--- config.mk ---
export PLATFORM = sky130hd
export DESIGN_NAME = adaptive_hysteresis_detector_unit
export DESIGN_NICKNAME = d
export VERILOG_FILES = /design/src/hdl/ahd_pkg.sv /design/src/hdl/ahd_ctrl.sv /design/src/hdl/ahd_dpath.sv /design/src/hdl/adaptive_hysteresis_detector_unit.sv
export SDC_FILE = /design/constraint.sdc
export NUM_CORES = 2
export LEC_CHECK = 0
export ABC_AREA = 1
export CELL_PAD_IN_SITES_DETAIL_PLACEMENT = 2
export CELL_PAD_IN_SITES_GLOBAL_PLACEMENT = 2
export CORE_ASPECT_RATIO = 1.1
export CORE_MARGIN = 3
export CORE_UTILIZATION = 35
export DETAILED_ROUTE_END_ITERATION = 7
export DONT_BUFFER_PORTS = 1
export PLACE_DENSITY_LB_ADDON = 0.1
export SYNTH_ARGS = -nofsm -noshare
export SYNTH_HDL_FRONTEND = slang
export SYNTH_SLANG_ARGS = --single-unit
--- constraint.sdc ---
create_clock -name clk -period 20 [get_ports clk]
set_input_delay 2 -clock clk [delete_from_list [all_inputs] [get_ports clk]]
set_output_delay 2 -clock clk [all_outputs]
set_load 0.02 [all_outputs]
--- src/hdl/ahd_pkg.sv ---
package ahd_pkg;

  // field and datapath widths
  localparam int SAMPLE_W   = 16;
  localparam int CFG_ADDR_W = 3;
  localparam int CFG_DATA_W = 18;

  // datapath step, one per controller state
  typedef enum logic [3:0] {
    OP_NONE,
    OP_LOAD,
    OP_MUL_NOW,
    OP_MUL_PREV,
    OP_MUL_BACK,
    OP_MUL_PEAK,
    OP_ROUND,
    OP_MIX_OLD,
    OP_MIX_NEW,
    OP_BASE,
    OP_DIFF,
    OP_FLAG,
    OP_OUT
  } op_t;

  // command from controller to datapath
  typedef struct packed {
    op_t op;
  } cmd_t;

endpackage

--- src/hdl/ahd_ctrl.sv ---
module ahd_ctrl (
  input  logic          clk,
  input  logic          rst,
  input  logic          s_tvalid,
  input  logic          sample_invalid,
  output logic          s_tready,
  input  logic          m_tready,
  output logic          m_tvalid,
  output ahd_pkg::cmd_t cmd
);
  import ahd_pkg::*;

  typedef enum logic [3:0] {
    S_IDLE,
    S_MUL_NOW,
    S_MUL_PREV,
    S_MUL_BACK,
    S_MUL_PEAK,
    S_ROUND,
    S_MIX_OLD,
    S_MIX_NEW,
    S_BASE,
    S_DIFF,
    S_FLAG,
    S_DONE
  } state_t;

  state_t state;
  logic   out_free;

  assign s_tready = (state == S_IDLE);
  assign out_free = !m_tvalid || m_tready;

  // datapath step for the current state
  always_comb begin
    unique case (state)
      S_IDLE:     cmd.op = (s_tvalid && !sample_invalid) ? OP_LOAD : OP_NONE;
      S_MUL_NOW:  cmd.op = OP_MUL_NOW;
      S_MUL_PREV: cmd.op = OP_MUL_PREV;
      S_MUL_BACK: cmd.op = OP_MUL_BACK;
      S_MUL_PEAK: cmd.op = OP_MUL_PEAK;
      S_ROUND:    cmd.op = OP_ROUND;
      S_MIX_OLD:  cmd.op = OP_MIX_OLD;
      S_MIX_NEW:  cmd.op = OP_MIX_NEW;
      S_BASE:     cmd.op = OP_BASE;
      S_DIFF:     cmd.op = OP_DIFF;
      S_FLAG:     cmd.op = OP_FLAG;
      S_DONE:     cmd.op = out_free ? OP_OUT : OP_NONE;
      default:    cmd.op = OP_NONE;
    endcase
  end

  // sequencer and output word valid
  always_ff @(posedge clk) begin
    if (rst) begin
      state    <= S_IDLE;
      m_tvalid <= 1'b0;
    end else begin
      // valid set when the result word is loaded, cleared once it is taken
      if (state == S_DONE && out_free) begin
        m_tvalid <= 1'b1;
      end else if (m_tready) begin
        m_tvalid <= 1'b0;
      end
      unique case (state)
        S_IDLE: begin
          if (s_tvalid) begin
            state <= sample_invalid ? S_DONE : S_MUL_NOW;
          end
        end
        S_MUL_NOW:  state <= S_MUL_PREV;
        S_MUL_PREV: state <= S_MUL_BACK;
        S_MUL_BACK: state <= S_MUL_PEAK;
        S_MUL_PEAK: state <= S_ROUND;
        S_ROUND:    state <= S_MIX_OLD;
        S_MIX_OLD:  state <= S_MIX_NEW;
        S_MIX_NEW:  state <= S_BASE;
        S_BASE:     state <= S_DIFF;
        S_DIFF:     state <= S_FLAG;
        S_FLAG:     state <= S_DONE;
        S_DONE: begin
          if (out_free) begin
            state <= S_IDLE;
          end
        end
        default:    state <= S_IDLE;
      endcase
    end
  end

endmodule

--- src/hdl/ahd_dpath.sv ---
module ahd_dpath (
  input  logic                            clk,
  input  logic                            rst,
  input  ahd_pkg::cmd_t                   cmd,
  input  logic                            cfg_we,
  input  logic [ahd_pkg::CFG_ADDR_W-1:0]  cfg_addr,
  input  logic [ahd_pkg::CFG_DATA_W-1:0]  cfg_data,
  input  logic [ahd_pkg::SAMPLE_W-1:0]    sample,
  output logic [ahd_pkg::SAMPLE_W-1:0]    filtered,
  output logic                            is_high
);
  import ahd_pkg::*;

  localparam int COEF_W   = 18;
  localparam int WEIGHT_W = 17;
  localparam int LEVEL_W  = 16;
  localparam int X_W      = 15;
  localparam int PEAK_W   = 16;
  localparam int BASE_W   = 32;
  localparam int MA_W     = 33;
  localparam int MB_W     = 18;
  localparam int PROD_W   = MA_W + MB_W;
  localparam int ACC_W    = 52;
  localparam int YW_W     = ACC_W - 16;
  localparam int DIFF_W   = BASE_W + 1;
  localparam int LIM_W    = 38;

  localparam logic [X_W-1:0]      SAMPLE_MAX = 15'd20480;
  localparam logic [WEIGHT_W-1:0] ONE_Q16    = 17'd65536;
  localparam logic [ACC_W-1:0]    HALF_LSB   = 52'd32768;
  localparam logic signed [YW_W-1:0] Y_MAX   = 36'sd32767;
  localparam logic signed [YW_W-1:0] Y_MIN   = -36'sd32768;

  // register indexes
  typedef enum logic [CFG_ADDR_W-1:0] {
    REG_COEF_FEED_NOW  = 3'd0,
    REG_COEF_FEED_PREV = 3'd1,
    REG_COEF_BACK_PREV = 3'd2,
    REG_BASELINE_W     = 3'd3,
    REG_PEAK_DECAY     = 3'd4,
    REG_LEVEL_LOW      = 3'd5,
    REG_LEVEL_HIGH     = 3'd6
  } reg_idx_t;

  // configuration
  logic signed [COEF_W-1:0]  coef_now, coef_prev, coef_back;
  logic [WEIGHT_W-1:0]       base_w, decay;
  logic signed [LEVEL_W-1:0] lvl_low, lvl_high;

  // state
  logic [X_W-1:0]            x_reg, last_input;
  logic signed [15:0]        last_filtered;
  logic signed [BASE_W-1:0]  baseline;
  logic [PEAK_W-1:0]         peak, peak_dec;
  logic                      high_flag;

  // working registers
  logic signed [PROD_W-1:0]  prod;
  logic signed [ACC_W-1:0]   acc;
  logic signed [DIFF_W-1:0]  diff;

  logic signed [MA_W-1:0]    mul_a;
  logic signed [MB_W-1:0]    mul_b;
  logic [WEIGHT_W-1:0]       w_clamp, d_clamp, one_minus_w, one_minus_d;
  logic [X_W-1:0]            x_clamp;
  logic signed [ACC_W-1:0]   acc_rnd;
  logic signed [YW_W-1:0]    y_wide;
  logic signed [15:0]        y_sat;
  logic [16:0]               mag;
  logic [PEAK_W-1:0]         peak_up;
  logic signed [LEVEL_W-1:0] lvl_sel;
  logic signed [LIM_W-1:0]   lim, diff_x;

  // weight limits and sample clamp
  always_comb begin
    w_clamp     = (base_w > ONE_Q16) ? ONE_Q16 : base_w;
    d_clamp     = (decay > ONE_Q16) ? ONE_Q16 : decay;
    one_minus_w = ONE_Q16 - w_clamp;
    one_minus_d = ONE_Q16 - d_clamp;
    if (sample[SAMPLE_W-1]) begin
      x_clamp = '0;
    end else if (sample[X_W-1:0] > SAMPLE_MAX) begin
      x_clamp = SAMPLE_MAX;
    end else begin
      x_clamp = sample[X_W-1:0];
    end
  end

  // operand select for the shared multiplier
  always_comb begin
    lvl_sel = high_flag ? lvl_low : lvl_high;
    unique case (cmd.op)
      OP_MUL_NOW: begin
        mul_a = {{(MA_W-COEF_W){coef_now[COEF_W-1]}}, coef_now};
        mul_b = {{(MB_W-X_W){1'b0}}, x_reg};
      end
      OP_MUL_PREV: begin
        mul_a = {{(MA_W-COEF_W){coef_prev[COEF_W-1]}}, coef_prev};
        mul_b = {{(MB_W-X_W){1'b0}}, last_input};
      end
      OP_MUL_BACK: begin
        mul_a = {{(MA_W-COEF_W){coef_back[COEF_W-1]}}, coef_back};
        mul_b = {{(MB_W-16){last_filtered[15]}}, last_filtered};
      end
      OP_MUL_PEAK: begin
        mul_a = {{(MA_W-PEAK_W){1'b0}}, peak};
        mul_b = {{(MB_W-WEIGHT_W){1'b0}}, one_minus_d};
      end
      OP_ROUND: begin
        mul_a = {baseline[BASE_W-1], baseline};
        mul_b = {{(MB_W-WEIGHT_W){1'b0}}, one_minus_w};
      end
      OP_MIX_OLD: begin
        mul_a = {{(MA_W-16){last_filtered[15]}}, last_filtered};
        mul_b = {{(MB_W-WEIGHT_W){1'b0}}, w_clamp};
      end
      // level times peak, ready in the product register for the flag step
      OP_DIFF: begin
        mul_a = {{(MA_W-LEVEL_W){lvl_sel[LEVEL_W-1]}}, lvl_sel};
        mul_b = {{(MB_W-PEAK_W){1'b0}}, peak};
      end
      default: begin
        mul_a = '0;
        mul_b = '0;
      end
    endcase
  end

  // rounding, saturation, peak raise and threshold
  always_comb begin
    acc_rnd = acc + HALF_LSB;
    y_wide  = acc_rnd[ACC_W-1:16];
    if (y_wide > Y_MAX) begin
      y_sat = 16'sh7fff;
    end else if (y_wide < Y_MIN) begin
      y_sat = -16'sh8000;
    end else begin
      y_sat = y_wide[15:0];
    end
    mag = last_filtered[15] ? (~{1'b1, last_filtered} + 17'd1) : {1'b0, last_filtered};
    peak_up = (mag[PEAK_W-1:0] > peak_dec) ? mag[PEAK_W-1:0] : peak_dec;
    lim     = {prod[MA_W-1:0], 5'b0};
    diff_x  = {{(LIM_W-DIFF_W){diff[DIFF_W-1]}}, diff};
  end

  // configuration registers
  always_ff @(posedge clk) begin
    if (rst) begin
      coef_now  <= 18'sd65536;
      coef_prev <= '0;
      coef_back <= '0;
      base_w    <= 17'd655;
      decay     <= '0;
      lvl_low   <= 16'sd512;
      lvl_high  <= 16'sd1024;
    end else if (cfg_we) begin
      case (cfg_addr)
        REG_COEF_FEED_NOW:  coef_now  <= cfg_data;
        REG_COEF_FEED_PREV: coef_prev <= cfg_data;
        REG_COEF_BACK_PREV: coef_back <= cfg_data;
        REG_BASELINE_W:     base_w    <= cfg_data[WEIGHT_W-1:0];
        REG_PEAK_DECAY:     decay     <= cfg_data[WEIGHT_W-1:0];
        REG_LEVEL_LOW:      lvl_low   <= cfg_data[LEVEL_W-1:0];
        REG_LEVEL_HIGH:     lvl_high  <= cfg_data[LEVEL_W-1:0];
        default: ;
      endcase
    end
  end

  // shared multiplier, registered product
  always_ff @(posedge clk) begin
    prod <= mul_a * mul_b;
  end

  // detector state
  always_ff @(posedge clk) begin
    if (rst) begin
      last_input    <= '0;
      last_filtered <= '0;
      baseline      <= '0;
      peak          <= 16'd1;
      high_flag     <= 1'b0;
    end else begin
      unique case (cmd.op)
        OP_ROUND: begin
          last_filtered <= y_sat;
          last_input    <= x_reg;
        end
        OP_MIX_OLD: peak <= (peak_up == '0) ? 16'd1 : peak_up;
        OP_BASE:    baseline <= acc_rnd[BASE_W+15:16];
        OP_FLAG: begin
          if (high_flag) begin
            if (diff_x < lim) high_flag <= 1'b0;
          end else begin
            if (diff_x > lim) high_flag <= 1'b1;
          end
        end
        default: ;
      endcase
    end
  end

  // working registers and result word
  always_ff @(posedge clk) begin
    unique case (cmd.op)
      OP_LOAD:     x_reg <= x_clamp;
      OP_MUL_PREV: acc <= {{(ACC_W-PROD_W){prod[PROD_W-1]}}, prod};
      OP_MUL_BACK: acc <= acc + {{(ACC_W-PROD_W){prod[PROD_W-1]}}, prod};
      OP_MUL_PEAK: acc <= acc - {{(ACC_W-PROD_W){prod[PROD_W-1]}}, prod};
      OP_ROUND:    peak_dec <= prod[31:16];
      OP_MIX_OLD:  acc <= {{(ACC_W-PROD_W){prod[PROD_W-1]}}, prod};
      OP_MIX_NEW:  acc <= acc + {prod[ACC_W-17:0], 16'b0};
      OP_DIFF:     diff <= {last_filtered[15], last_filtered, 16'b0}
                           - {baseline[BASE_W-1], baseline};
      OP_OUT: begin
        filtered <= last_filtered;
        is_high  <= high_flag;
      end
      default: ;
    endcase
  end

endmodule

--- src/hdl/adaptive_hysteresis_detector_unit.sv ---
// Hysteresis detector on a low-passed, baseline-removed, peak-normalised
// sensor signal. A valid sample goes from acceptance to the next free
// slot at the input through ten datapath steps, built around one shared
// 33x18 multiplier that forms seven products in turn, plus the accept and
// result-load steps. An invalid sample skips the datapath steps and
// returns the last filtered value and flag. A finished result word waits
// in the output register while the next sample is taken. Configuration
// writes take effect at once and are meant for idle periods only.
module adaptive_hysteresis_detector_unit (
  input  logic                            clk,
  input  logic                            rst,
  input  logic                            s_tvalid,
  output logic                            s_tready,
  input  logic [ahd_pkg::SAMPLE_W-1:0]    s_tdata,  // sample
  input  logic                            s_tuser,  // sample_invalid
  output logic                            m_tvalid,
  input  logic                            m_tready,
  output logic [ahd_pkg::SAMPLE_W-1:0]    m_tdata,  // filtered
  output logic                            m_tuser,  // is_high
  input  logic                            cfg_we,
  input  logic [ahd_pkg::CFG_ADDR_W-1:0]  cfg_addr,
  input  logic [ahd_pkg::CFG_DATA_W-1:0]  cfg_data
);
  import ahd_pkg::*;

  cmd_t cmd;

  // sequencer
  ahd_ctrl u_ctrl (
    .clk            (clk),
    .rst            (rst),
    .s_tvalid       (s_tvalid),
    .sample_invalid (s_tuser),
    .s_tready       (s_tready),
    .m_tready       (m_tready),
    .m_tvalid       (m_tvalid),
    .cmd            (cmd)
  );

  // arithmetic and state
  ahd_dpath u_dpath (
    .clk      (clk),
    .rst      (rst),
    .cmd      (cmd),
    .cfg_we   (cfg_we),
    .cfg_addr (cfg_addr),
    .cfg_data (cfg_data),
    .sample   (s_tdata),
    .filtered (m_tdata),
    .is_high  (m_tuser)
  );

`ifndef ASSERT_OFF
  // an accepted word makes the block busy in the next cycle
  a_busy_after_accept: assert property (@(posedge clk) disable iff (rst)
    s_tvalid && s_tready |=> !s_tready)
    else $error("input taken again right after a word");

  // the result register is loaded only when its slot is free
  a_out_load_free: assert property (@(posedge clk) disable iff (rst)
    cmd.op == OP_OUT |-> (!m_tvalid || m_tready))
    else $error("result overwritten before it was taken");

  // the filter sequence starts only from a latched sample
  a_filter_start: assert property (@(posedge clk) disable iff (rst)
    cmd.op == OP_MUL_NOW |-> $past(cmd.op) == OP_LOAD)
    else $error("filter step without a loaded sample");

  // a loaded result shows as valid and the input reopens
  a_out_shown: assert property (@(posedge clk) disable iff (rst)
    cmd.op == OP_OUT |=> m_tvalid && s_tready)
    else $error("result load not followed by valid output");
`endif

endmodule
==> metrics <==
outcome completed; Syn Area/Cell 7.432 um^2; largest net degree at the start of global routing 89; sequential cell area fraction in the yosys report 19.23%; Worst Hold End u_dpath.lvl_low[11]; dominant synthesized flop cell dfxtp_1; biggest regs u_dpath.acc (52), u_dpath.prod (51), u_dpath.diff (33); Slowest Stage Delay on Critical Path 0.62 ns; count leader, synth inv_1; Buffers on Ports 0; Row Count 141; Initial DRC Count 2573; VDD IR max 0.1128 mV; layout cells sized above 1 4.516%; vias in the first global route 49460; CP Launch Type register; critical path launch point u_ctrl.state[3]; Mapped Cells 6379; fill count 15870; TritonCTS clock tree done; fmax 101.3 MHz; Starting Density 35.27%; Cell Area, Synth 47410 um^2; Slew headroom 11.39%; CTS hold repair buffers 0; post-synth top area cell fa_1; IO Pins 62; Pleak 23.97 nW; initial antenna violation count 2; most frequent CP cell inv_1; Worst Hold Launch u_dpath.lvl_low[11]; Hold Crit Depth 2; asr flop ratio synth 0%; Critical Path End Type register; path depth of the worst reg2reg path 35; global-route wire length before repair 324.2 mm; WP data required 20.57 ns; period utilization 49.35%; crit path DAT 10.44 ns; area share of fa/ha/maj cells after synthesis 31.00%; GRT Total Usage 31.15%; critical path type register to register; Final TNS setup 0 ns; vias per cell 5.380; clock-pin slew on the worst setup and hold paths 0.06 ns; Final min period 9.870 ns; overflow left after global routing 0; power per cell area 124.5 nW/um^2; synth-to-layout area growth 7.696%; RSZ-0062 raised after global routing no; crit-path max FO 48; Warnings, synthesis 0; GP Congestion 0.9296; Post-route DRC 0; Critical-path top delay cell ha_1; number of gates resized after cts 0; Post-synth EDFFs 133; Synth Area in Compound Gates 12.73%; top cell type's share of synthesized area 23.69%; largest family of logic cells by synthesized area adder cells; Die Ht 392 um; root buffer cell clkbuf_16; Layout Nets 7219; Detail Placement HPWL 179.8 mm; final hold slack 0.4596 ns; RR Endpoint u_dpath.prod[47]; Syn Nets 7260; max-slew violation count 0; DR pass1 iterations 5; FF-to-FF Start u_ctrl.state[3]; MaxCap Viol Count 0; drt total wl 218.4 mm; Hold Vio Cnt, Final 0; Worst Hold Class register to register; number of buffers created by CTS 50; postcts setup bufs 0; Largest register FFs 52; Die W 356.9 um; die area 139900 um^2; R2R Setup Slk 10.13 ns; Worst Skew 0.07158 ns; CTS H-tree lvls 2; Antenna Nets Post-Route 0; detailed-route via count 43930; Least-Margin Pin Slew 1.317 ns; Netlist cell types 70; Finish-stage setup viols 0; Largest Register u_dpath.acc; mux cell area share after synthesis 0%; Max Root-Sink Buffers 3; simple-gate share of the synthesized area 21.60%; most common library cells after synthesis inv_1 (1222), nand2_1 (1167), nor2_1 (856); #FFs+latches synth 389; ranking of synthesized cells by area fa_1 (24%), dfxtp_1 (11%), inv_1 (9.7%); post-synthesis xor/xnor area fraction 3.436%; clock sinks 389; Clock Latency Late Sink 0.67 ns; wire per inst 26.75 um; n_diodes 0; core area 134400 um^2
==> area by class of cell <==
class                           instances  area (um^2)  area share (%)
Clock buffer                           79         1484           2.906
Clock inverter                         13        210.2          0.4117
Inverter                             1272         4781           9.364
Multi-Input combinational cell       4549        32660           63.96
Sequential cell                       389         9119           17.86
Tap cell                             1787         2236           4.379
Timing Repair Buffer                   76        570.5           1.117
==> cell usage in the layout (no fill, tap or decap), types with 14 or more instances in the layout <==
cell       instances
a21o_1            18
a21oi_1          434
a21oi_2           14
a31oi_1           30
buf_4             76
clkbuf_1          20
clkbuf_16         53
dfxtp_1          256
edfxtp_1         133
fa_1             561
ha_1             277
inv_1           1222
inv_2             37
nand2_1         1167
nand3_1          199
nand3b_1          17
nand4_1           50
nor2_1           854
nor3_1            66
nor4_1            22
o211ai_1          23
o21ai_0          375
o21bai_1          23
o221ai_1          15
o22ai_1           40
or2_2             16
xnor2_1           48
xor2_1           138
==> worst max-delay path: cells and delay by family, from the launching register on <==
family / cells / cell delay [ns]
fa+ha+maj: 8 / 3.86
buf+inv: 11 / 1.93
simple gates: 15 / 3.26
xor+xnor: 1 / 0.17
flops: 1 / 0.50
==> per-stage QoR <==
| stage | setup WS [ns] | cell area, um^2 | std cells | power [W] | util, % |
|---|---|---|---|---|---|
| final | 10.13 | 51060 | 8165 | 0.006357 | 37.98 |
| after global routing | 9.534 | 51060 | 8165 | 0.006839 | 37.98 |
| after detailed placement | 10.19 | 49360 | 8073 | 0.005397 | 36.72 |
| after CTS | 10.15 | 51060 | 8165 | 0.006381 | 37.98 |
| after floorplan | 12.84 | 47410 | 6379 | 0.003785 | - |
| after global placement | 10.30 | 49360 | 8073 | 0.005292 | 36.72 |
==> power by group <==
part | internal (W) | switching (W) | leakage, nW | total (W)
Clock | 0.000552 | 0.000398 | 0.815 | 0.000950
Combinational | 0.00122 | 0.00293 | 19.9 | 0.00416
Sequential | 0.00105 | 0.000199 | 3.30 | 0.00125
Total | 0.00283 | 0.00353 | 24.0 | 0.00636
==> routing by layer <==
layer | global-route usage [%] | vias up | wire [um] | share of wire, %
met2 | 56.16 | 869 | 109800 | 50
met3 | 2.631 | 346 | 6719 | 3.1
met4 | 12.14 | 0 | 9998 | 4.6
met1 | 38.34 | 22780 | 91880 | 42
met5 | 0 | - | 0 | 0
li1 | - | 19930 | - | -
==> how the worst max path moves through the flow <==
stage	end	cells past startpoint
2_1_floorplan	u_dpath.prod[48]	36
3_3_place_gp	u_dpath.prod[47]	33
3_5_place_dp	u_dpath.prod[47]	34
4_1_cts	u_dpath.prod[47]	34
5_1_grt	u_dpath.prod[47]	35
6_report	u_dpath.prod[47]	35
==> cell families after synthesis <==
logic type      count (synthesis)
flops                         389
fa+ha+maj                     838
xor+xnor                      186
buf+inv                      1441
compound gates               1065
simple gates                 2460
(Power assumes the default switching activity.)
